### src/hw/rtl/cfra_pkg.sv
// Shared widths, a reset constant and control structs of the continued fraction approximator.
package cfra_pkg;

  localparam int XF_W   = 32;  // input fraction width
  localparam int TOL_W  = 32;  // tolerance register width
  localparam int NUM_W  = 32;  // numerator result width
  localparam int DEN_W  = 33;  // denominator result width
  localparam int ITER_W = 7;   // iteration count width

  localparam logic [TOL_W-1:0] TOL_RESET = 32'd4295;

  // Commands from the sequencer to the divider and the convergent unit
  typedef struct packed {
    logic init;    // load a new item
    logic start;   // begin one Euclidean division
    logic commit;  // close the step: shift pairs, take remainder
  } cfra_ctl_t;

  // Quotient bit stream, most significant bit first
  typedef struct packed {
    logic qvld;
    logic qbit;
    logic last;
  } cfra_qstr_t;

endpackage

### src/hw/rtl/cfra_div.sv
// Shift-subtract divider that holds the Euclidean pair and streams quotient bits.
module cfra_div #(
  parameter int FRAC_BITS = 32
) (
  input  logic                    clk_i,
  input  logic                    rst_ni,
  input  cfra_pkg::cfra_ctl_t     ctl_i,
  input  logic [FRAC_BITS:0]      n_i,
  output logic [FRAC_BITS:0]      sc_o,
  output cfra_pkg::cfra_qstr_t    qstr_o
);
  import cfra_pkg::*;

  localparam int SW = FRAC_BITS + 1;
  localparam int CW = $clog2(SW);

  typedef enum logic [1:0] {
    DV_IDLE,
    DV_NORM,
    DV_QUOT
  } dv_state_e;

  dv_state_e         state_q, state_d;
  cfra_qstr_t        qstr_q, qstr_d;
  logic [SW-1:0]     sp_q, sc_q, rem_q, dv_q;
  logic [CW-1:0]     cnt_q;
  logic              shift_ok, sub_ok;

  // Divisor may still double without passing the partial remainder
  assign shift_ok = {dv_q, 1'b0} <= {1'b0, rem_q};
  assign sub_ok   = rem_q >= dv_q;

  always_comb begin
    state_d = state_q;
    qstr_d  = '0;
    unique case (state_q)
      DV_IDLE: begin
        if (ctl_i.start) state_d = DV_NORM;
      end
      DV_NORM: begin
        if (!shift_ok) state_d = DV_QUOT;
      end
      DV_QUOT: begin
        qstr_d.qvld = 1'b1;
        qstr_d.qbit = sub_ok;
        if (cnt_q == '0) begin
          qstr_d.last = 1'b1;
          state_d     = DV_IDLE;
        end
      end
      default: state_d = DV_IDLE;
    endcase
  end

  always_ff @(posedge clk_i or negedge rst_ni) begin
    if (!rst_ni) begin
      state_q <= DV_IDLE;
      qstr_q  <= '0;
    end else begin
      state_q <= state_d;
      qstr_q  <= qstr_d;
    end
  end

  always_ff @(posedge clk_i) begin
    if (ctl_i.init) begin
      sp_q <= {1'b1, {FRAC_BITS{1'b0}}};
      sc_q <= n_i;
    end else if (ctl_i.commit) begin
      sp_q <= sc_q;
      sc_q <= rem_q;
    end
    if (state_q == DV_IDLE && ctl_i.start) begin
      rem_q <= sp_q;
      dv_q  <= sc_q;
      cnt_q <= '0;
    end else if (state_q == DV_NORM && shift_ok) begin
      dv_q  <= {dv_q[SW-2:0], 1'b0};
      cnt_q <= cnt_q + 1'b1;
    end else if (state_q == DV_QUOT) begin
      if (sub_ok) rem_q <= rem_q - dv_q;
      dv_q <= {1'b0, dv_q[SW-1:1]};
      if (cnt_q != '0) cnt_q <= cnt_q - 1'b1;
    end
  end

  assign sc_o   = sc_q;
  assign qstr_o = qstr_q;

`ifndef SYNTH
  a_norm_bound: assert property (@(posedge clk_i) disable iff (!rst_ni)
    state_q == DV_NORM |-> dv_q <= rem_q)
    else $error("divisor passed partial remainder");
  a_rem_reduced: assert property (@(posedge clk_i) disable iff (!rst_ni)
    qstr_q.last |-> rem_q < sc_q)
    else $error("remainder not below divisor at end of division");
`endif

endmodule

### src/hw/rtl/cfra_mac.sv
// Convergent recurrences for A, B and tolerance*B, built by Horner steps over quotient bits.
module cfra_mac #(
  parameter int FRAC_BITS = 32
) (
  input  logic                                  clk_i,
  input  cfra_pkg::cfra_ctl_t                   ctl_i,
  input  cfra_pkg::cfra_qstr_t                  qstr_i,
  input  logic [cfra_pkg::TOL_W-1:0]            tol_i,
  output logic [FRAC_BITS-1:0]                  a_o,
  output logic [FRAC_BITS:0]                    b_o,
  output logic [FRAC_BITS+cfra_pkg::TOL_W-1:0]  p_o
);
  import cfra_pkg::*;

  localparam int AW = FRAC_BITS;
  localparam int BW = FRAC_BITS + 1;
  localparam int PW = FRAC_BITS + TOL_W;

  logic [AW-1:0] a_q, am1_q, acc_a_q;
  logic [BW-1:0] b_q, bm1_q, acc_b_q;
  logic [PW-1:0] p_q, pm1_q, acc_p_q;

  always_ff @(posedge clk_i) begin
    if (ctl_i.init) begin
      am1_q <= AW'(1);
      a_q   <= '0;
      bm1_q <= '0;
      b_q   <= BW'(1);
      pm1_q <= '0;
      p_q   <= PW'(tol_i);
    end else if (ctl_i.commit) begin
      // close q*X + X[k-2], advance the pairs
      a_q   <= acc_a_q + am1_q;
      am1_q <= a_q;
      b_q   <= acc_b_q + bm1_q;
      bm1_q <= b_q;
      p_q   <= acc_p_q + pm1_q;
      pm1_q <= p_q;
    end
    if (ctl_i.start) begin
      acc_a_q <= '0;
      acc_b_q <= '0;
      acc_p_q <= '0;
    end else if (qstr_i.qvld) begin
      acc_a_q <= {acc_a_q[AW-2:0], 1'b0} + (qstr_i.qbit ? a_q : '0);
      acc_b_q <= {acc_b_q[BW-2:0], 1'b0} + (qstr_i.qbit ? b_q : '0);
      acc_p_q <= {acc_p_q[PW-2:0], 1'b0} + (qstr_i.qbit ? p_q : '0);
    end
  end

  assign a_o = a_q;
  assign b_o = b_q;
  assign p_o = p_q;

endmodule

### src/hw/rtl/continued_fraction_rational_approx.sv
// Continued fraction best rational approximation of an unsigned fixed-point fraction.
// The sum of the quotient bit lengths over K partial quotients q_k is bounded by FRAC_BITS + K.
// Throughput: one item at a time; the shift-subtract divider, one quotient bit per cycle,
//   sets the rate. A new item is taken while the previous result waits in the output register.
// Reset: asynchronous, active low; clears control state, tolerance returns to 4295.
module continued_fraction_rational_approx #(
  parameter int FRAC_BITS = 32,
  parameter int MAX_ITER  = 100
) (
  input  logic                          clk_i,
  input  logic                          rst_ni,
  // configuration write
  input  logic                          cfg_wen_i,
  input  logic [cfra_pkg::TOL_W-1:0]    cfg_wdata_i,
  // input channel
  input  logic                          in_valid_i,
  output logic                          in_stall_o,
  input  logic [cfra_pkg::XF_W-1:0]     x_fraction_i,
  // result channel
  output logic                          out_valid_o,
  input  logic                          out_stall_i,
  output logic [cfra_pkg::NUM_W-1:0]    numerator_o,
  output logic [cfra_pkg::DEN_W-1:0]    denominator_o,
  output logic [cfra_pkg::ITER_W-1:0]   iterations_o
);
  import cfra_pkg::*;

  localparam int SW       = FRAC_BITS + 1;
  localparam int PW       = FRAC_BITS + TOL_W;
  localparam int XW       = (FRAC_BITS < XF_W) ? FRAC_BITS : XF_W;
  localparam int ITER_SAT = (1 << ITER_W) - 1;
  localparam logic [ITER_W-1:0] K_MAX  = ITER_W'(MAX_ITER);
  localparam logic [ITER_W-1:0] K_FAIL =
    ITER_W'((MAX_ITER + 1 > ITER_SAT) ? ITER_SAT : MAX_ITER + 1);

  typedef enum logic [2:0] {
    ST_IDLE,
    ST_TEST,
    ST_DIV,
    ST_UPDATE,
    ST_FIN
  } state_e;

  state_e              state_q, state_d;
  logic [ITER_W-1:0]   k_q, k_d;
  logic                done_q, done_d;
  logic                out_valid_q, out_valid_d;
  logic [TOL_W-1:0]    tol_q;
  logic [NUM_W-1:0]    num_q;
  logic [DEN_W-1:0]    den_q;
  logic [ITER_W-1:0]   iter_q;

  cfra_ctl_t           ctl;
  cfra_qstr_t          qstr;
  logic [SW-1:0]       n_w, sc_w;
  logic [FRAC_BITS-1:0] a_w;
  logic [SW-1:0]       b_w;
  logic [PW-1:0]       p_w;
  logic                sc_le_p, out_free;

  // Only the fraction bits count: the input is taken modulo one
  assign n_w = SW'(x_fraction_i[XW-1:0]);

  // Tolerance register, to be written only while idle; the block itself does not enforce this
  always_ff @(posedge clk_i or negedge rst_ni) begin
    if (!rst_ni) begin
      tol_q <= TOL_RESET;
    end else if (cfg_wen_i) begin
      tol_q <= cfg_wdata_i;
    end
  end

  cfra_div #(
    .FRAC_BITS (FRAC_BITS)
  ) u_div (
    .clk_i  (clk_i),
    .rst_ni (rst_ni),
    .ctl_i  (ctl),
    .n_i    (n_w),
    .sc_o   (sc_w),
    .qstr_o (qstr)
  );

  cfra_mac #(
    .FRAC_BITS (FRAC_BITS)
  ) u_mac (
    .clk_i  (clk_i),
    .ctl_i  (ctl),
    .qstr_i (qstr),
    .tol_i  (tol_q),
    .a_o    (a_w),
    .b_o    (b_w),
    .p_o    (p_w)
  );

  // The Euclidean remainder equals |N*B - A*2^F|, and p_w tracks tolerance*B exactly,
  // so the error test is a single compare. A zero remainder always passes here.
  assign sc_le_p  = {{(PW - SW){1'b0}}, sc_w} <= p_w;
  assign out_free = !out_valid_q || !out_stall_i;

  always_comb begin
    state_d     = state_q;
    k_d         = k_q;
    done_d      = done_q;
    ctl         = '0;
    out_valid_d = out_valid_q && out_stall_i;
    unique case (state_q)
      ST_IDLE: begin
        if (in_valid_i) begin
          ctl.init = 1'b1;
          k_d      = '0;
          state_d  = ST_TEST;
        end
      end
      ST_TEST: begin
        priority if (sc_le_p) begin
          done_d  = 1'b1;
          state_d = ST_FIN;
        end else if (k_q >= K_MAX) begin
          done_d  = 1'b0;
          state_d = ST_FIN;
        end else begin
          ctl.start = 1'b1;
          state_d   = ST_DIV;
        end
      end
      ST_DIV: begin
        // hold until the last quotient bit has reached the accumulators
        if (qstr.last) state_d = ST_UPDATE;
      end
      ST_UPDATE: begin
        ctl.commit = 1'b1;
        k_d        = k_q + 1'b1;
        state_d    = ST_TEST;
      end
      ST_FIN: begin
        if (out_free) begin
          out_valid_d = 1'b1;
          state_d     = ST_IDLE;
        end
      end
      default: state_d = ST_IDLE;
    endcase
  end

  always_ff @(posedge clk_i or negedge rst_ni) begin
    if (!rst_ni) begin
      state_q     <= ST_IDLE;
      k_q         <= '0;
      done_q      <= 1'b0;
      out_valid_q <= 1'b0;
    end else begin
      state_q     <= state_d;
      k_q         <= k_d;
      done_q      <= done_d;
      out_valid_q <= out_valid_d;
    end
  end

  // Result register: load when the slot is empty or being drained
  always_ff @(posedge clk_i) begin
    if (state_q == ST_FIN && out_free) begin
      num_q  <= NUM_W'(a_w);
      den_q  <= DEN_W'(b_w);
      iter_q <= done_q ? k_q : K_FAIL;
    end
  end

  assign in_stall_o    = (state_q != ST_IDLE);
  assign out_valid_o   = out_valid_q;
  assign numerator_o   = num_q;
  assign denominator_o = den_q;
  assign iterations_o  = iter_q;

`ifndef SYNTH
  a_div_nonzero: assert property (@(posedge clk_i) disable iff (!rst_ni)
    (state_q == ST_DIV || state_q == ST_UPDATE) |-> sc_w != '0)
    else $error("division started with zero divisor");
  a_k_step: assert property (@(posedge clk_i) disable iff (!rst_ni)
    state_q == ST_UPDATE |=> k_q == $past(k_q) + 1'b1)
    else $error("convergent index did not advance");
  a_iter_range: assert property (@(posedge clk_i) disable iff (!rst_ni)
    out_valid_o |-> iterations_o <= K_FAIL)
    else $error("iteration count out of range");
`endif

endmodule
### config.mk
export PLATFORM = sky130hd
export DESIGN_NAME = continued_fraction_rational_approx
export DESIGN_NICKNAME = d
export VERILOG_FILES = /design/src/hw/rtl/cfra_pkg.sv /design/src/hw/rtl/cfra_div.sv /design/src/hw/rtl/cfra_mac.sv /design/src/hw/rtl/continued_fraction_rational_approx.sv
export SDC_FILE = /design/constraint.sdc
export NUM_CORES = 2
export LEC_CHECK = 0
export ABC_AREA = 1
export BUFFER_PORTS_ARGS = -buffer_cell sky130_fd_sc_hd__buf_2
export CAP_MARGIN = 0
export CORE_MARGIN = 2
export CORE_UTILIZATION = 55
export CTS_CLUSTER_SIZE = 10
export DETAILED_ROUTE_END_ITERATION = 8
export PLACE_DENSITY = 0.72
export SLEW_MARGIN = 10
export SYNTH_ARGS = -nofsm -noshare
export SYNTH_HDL_FRONTEND = slang
export SYNTH_HIERARCHICAL = 1
export SYNTH_SLANG_ARGS = --single-unit
### constraint.sdc
create_clock -name clk_i -period 5.54 [get_ports clk_i]
set_input_delay 0.831 -clock clk_i [delete_from_list [all_inputs] [get_ports clk_i]]
set_output_delay 0.831 -clock clk_i [all_outputs]
set_load 0.05 [all_outputs]
==> summary.md <==
| Metric | Value |
|---|---|
| Fraction of synthesis flops using an asynchronous set or reset pin | under 10% |
| CTS H-tree depth | 3 |
| Slew HR | between 20% and 30% |
| FMAX | 0.259 GHz |
| First-pass GRT wire length | between 200 and 250 mm |
| Area of the mapped netlist | 48200 sq um |
| Non-Filler Instances | just under 9000 |
| PwrDens | 590 nW/um^2 |
| Clk buf depth | 3 |
| Syn Area/Cell | ~6.5 sq um |
| Peak supply drop | around 0.44 mV |
| R2R depth | 14 |
| FF-to-FF Start | u_mac/p_o[50] |
| Per-cell routed wire length | ~18 microns |
| Clock Sinks | about 650 |
| Worst Max-Slew Pin Slew | approximately 1.1 ns |
| Crit. Startpoint | u_mac/p_o[50] |
| FF/Latch Area | around 15000 sq um |
| Share of the synthesized area in the top cell type | a little under a fifth |
| Cts repair resizes | 0 |
| Ys flop type | dfxtp_1 |
| EDFF count, synth | 203 |
| Critical path arrival | between 4 and 5 ns |
| Hpwl dp | 124 mm |
| Setup CP Type | reg2reg |
| Top-count cell post-synth | nand2_1 |
| Commonest cells post-synth | 2316 x nand2_1, 1354 x inv_1, 830 x nor2_1, 394 x dfxtp_1, 381 x a21oi_1 |
| Setup Fix Bufs, Post-CTS | 0 |
| Die area | roughly 90000 sq um |
| CORE AREA | about 87000 sq um |
| Skew-Pair Late Insertion Delay | roughly 0.68 ns |
| CP Data Required Time | about 6.0 ns |
| Layout cell share with drive strength beyond 1 | under 10% |
| Cell accounting for the most synthesized area | nand2_1 |
| Post-layout nets | approximately 8000 |
| Max FO, Critical Path | between 50 and 60 |
| Syn Nets | around 7900 |
| Startpoint Class | flop |
| Fin crit share | between 60% and 70% |
| Number of remaining DRC errors | 0 |
| Final setup violation count | 0 |
| TNS Setup | 0 ns |
| Synth area leaders | nand2_1 18%, dfxtp_1 16%, edfxtp_1 13%, inv_1 11%, ha_1 9.2% |
| Max-slew violation count | 0 |
| Pin count of the biggest net entering global routing | 94 |
| Die width | 300 microns |
| Clock slew at reported path FFs | approximately 0.06 ns |
| Yosys cell types | 68 |
| Routed Antenna Nets | 0 |
| Worst setup endpoint | u_div/dv_q[15] |
| Min Tclk post-route | between 3 and 4 ns |
| CTS tree | built |
| Status | complete, no violations |
| Drt initial violations | approximately 4600 |
| HP Class | in2async |
| Static leakage | between 0.02 and 0.03 uW |
| Initial antenna violation count | 6 |
| Total track usage | between 30 and 40% |
| Area of the multi-input gates | approximately 27000 sq um |
| Placed cells | 8616 |
| Root Buffer | clkbuf_16 |
| Die Height | roughly 300 microns |
| CTS buffer count | 80 |
| Worst R2R End | u_div/dv_q[15] |
| Vias in the first global route | approximately 44000 |
| Yosys synthesis warning count | 6 |
| Wirelength, routed | 158 mm |
| Clock Skews | roughly 0.032 ns |
| Yosys reg bits | approximately 650 |
| Total Power | a little over 30000 uW |
| Port Buffers | around 140 |
| Mapped Cells | 7452 |
| Num rows | ~110 |
| Sequential element share of the synthesized area | between 30% and 40% |
| IO Pins | between 100 and 150 |
| RSZ-0062 raised after global routing | no |
| Crit end category | flop |
| Drt pass-1 iters | 6 |
| Via count | approximately 47000 |
| Initial core utilization | 55.6% |
| Maxcap violations | 0 |
| Gpl congestion | approximately 0.98 |
| Fillers | about 8700 |
| Via density | ~5.4 |
| R2R setup slack | 1.68 ns |
| Aggregate global routing overflow | 0 |
| Final hold viol count | 0 |
| Area Growth Syn to Fin | 8.75% |
| Cts hold-fix bufs | 0 |
==> worst max-delay path, stage by stage (launching register included) <==
cell      delay, ns
dfxtp_1        0.32
or2_4          0.26
nor4_2         0.52
nand2_1        0.13
nor3_2         0.33
nand2_1        0.09
nand2_1        0.08
nand2_1        0.11
nor3_4         0.22
nand2_1        0.08
buf_4          0.28
inv_2          0.38
buf_4          0.57
nand2_1        0.17
o211ai_2       0.12
==> layer usage <==
layer  global-route usage, %  part of all wire (%)  vias to the layer above
li1                        -                     -                    23600
met1                    46.9                    45                    21500
met2                    55.8                    45                     1622
met3                    4.18                   6.6                      283
met4                    13.1                   3.8                        4
met5                       0                 0.015                        -
==> where the power goes <==
part | switching [uW] | total [uW] | internal, uW
Combinational | 11800 | 17200 | 5400
Clock | 2180 | 5060 | 2880
Sequential | 1640 | 8710 | 7080
==> per-stage QoR <==
step / hold slack (ns) / util, % / worst slack [ns] / instance area [sq um]
after floorplan: 0.429 / - / 1.08 / 48200
after global placement: 0.442 / 57.6 / 1.89 / 49900
after detailed placement: 0.455 / 57.6 / 1.81 / 49900
after CTS: 0.272 / 60.4 / 1.82 / 52400
after global routing: 0.316 / 60.4 / 1.42 / 52400
final: 0.275 / 60.4 / 1.68 / 52400
==> sequential cells by signal, indices dropped and copies added, names as in the netlist, 32 cells and up <==
name / count
u_div/sp_q: 33
u_div/sc_o: 33
u_mac/p_o: 64
tol_q: 32
u_mac/pm1_q: 64
denominator_o: 33
u_mac/bm1_q: 33
u_div/dv_q: 33
u_div/rem_q: 33
u_mac/am1_q: 32
u_mac/acc_p_q: 64
u_mac/b_o: 33
u_mac/acc_a_q: 32
u_mac/acc_b_q: 33
numerator_o: 32
u_mac/a_o: 32
==> area by class of cell <==
cell class / count / area share, %
sequential: 646 / 29.0
inverter: 1369 / 9.81
timing repair buffer: 168 / 1.80
tap: 1155 / 2.76
clock inverter: 18 / 0.477
antenna: 2 / 0.00955
clock buffer: 127 / 4.25
multi-input combinational: 5278 / 51.9
==> how the worst min path moves through the flow <==
stage | endpoint | slack (ns) | cells past startpoint
2_1_floorplan | u_div/sp_q[32] | 0.43 | 2
3_3_place_gp | u_div/sp_q[32] | 0.44 | 2
5_1_grt | u_div/state_q[0] | 0.32 | 2
4_1_cts | u_div/qstr_o[2] | 0.27 | 2
3_5_place_dp | u_mac/am1_q[29] | 0.46 | 2
6_report | u_div/state_q[0] | 0.28 | 2
==> cell families (layout without fill, tap and decap cells) <==
family	Yosys count	after routing	synth area share, %
compound gates	982	982	11.7
xor+xnor	113	113	2.05
fa+ha+maj	361	361	9.49
buf+inv	1528	1682	12.1
flops	646	646	31.6
mux	32	32	0.748
other cells	1	3	0.00778
simple gates	3789	3789	32.3
==> placed cells by master (no fill, tap or decap), types with 11 or more instances in the layout <==
master / count
o21ai_0: 367
inv_1: 1348
buf_2: 142
inv_2: 16
buf_4: 23
a21o_1: 19
nand4_1: 60
nand3_1: 358
nor3_1: 54
clkbuf_16: 80
dfxtp_1: 394
nor3_2: 15
ha_1: 353
o21bai_1: 20
o211ai_2: 29
edfxtp_1: 203
nand2_1: 2316
nor2_1: 829
mux2_2: 26
o21ai_2: 11
o21a_1: 24
clkbuf_1: 42
xor2_1: 73
nand3b_1: 21
a22o_1: 47
o211ai_1: 15
nand2_2: 37
or2_2: 15
a21oi_1: 381
o21ai_1: 27
dfrtp_1: 41
nor2_2: 23
xnor2_1: 40
nand3_2: 15
No activity file was read; power rests on OpenSTA's default activity.
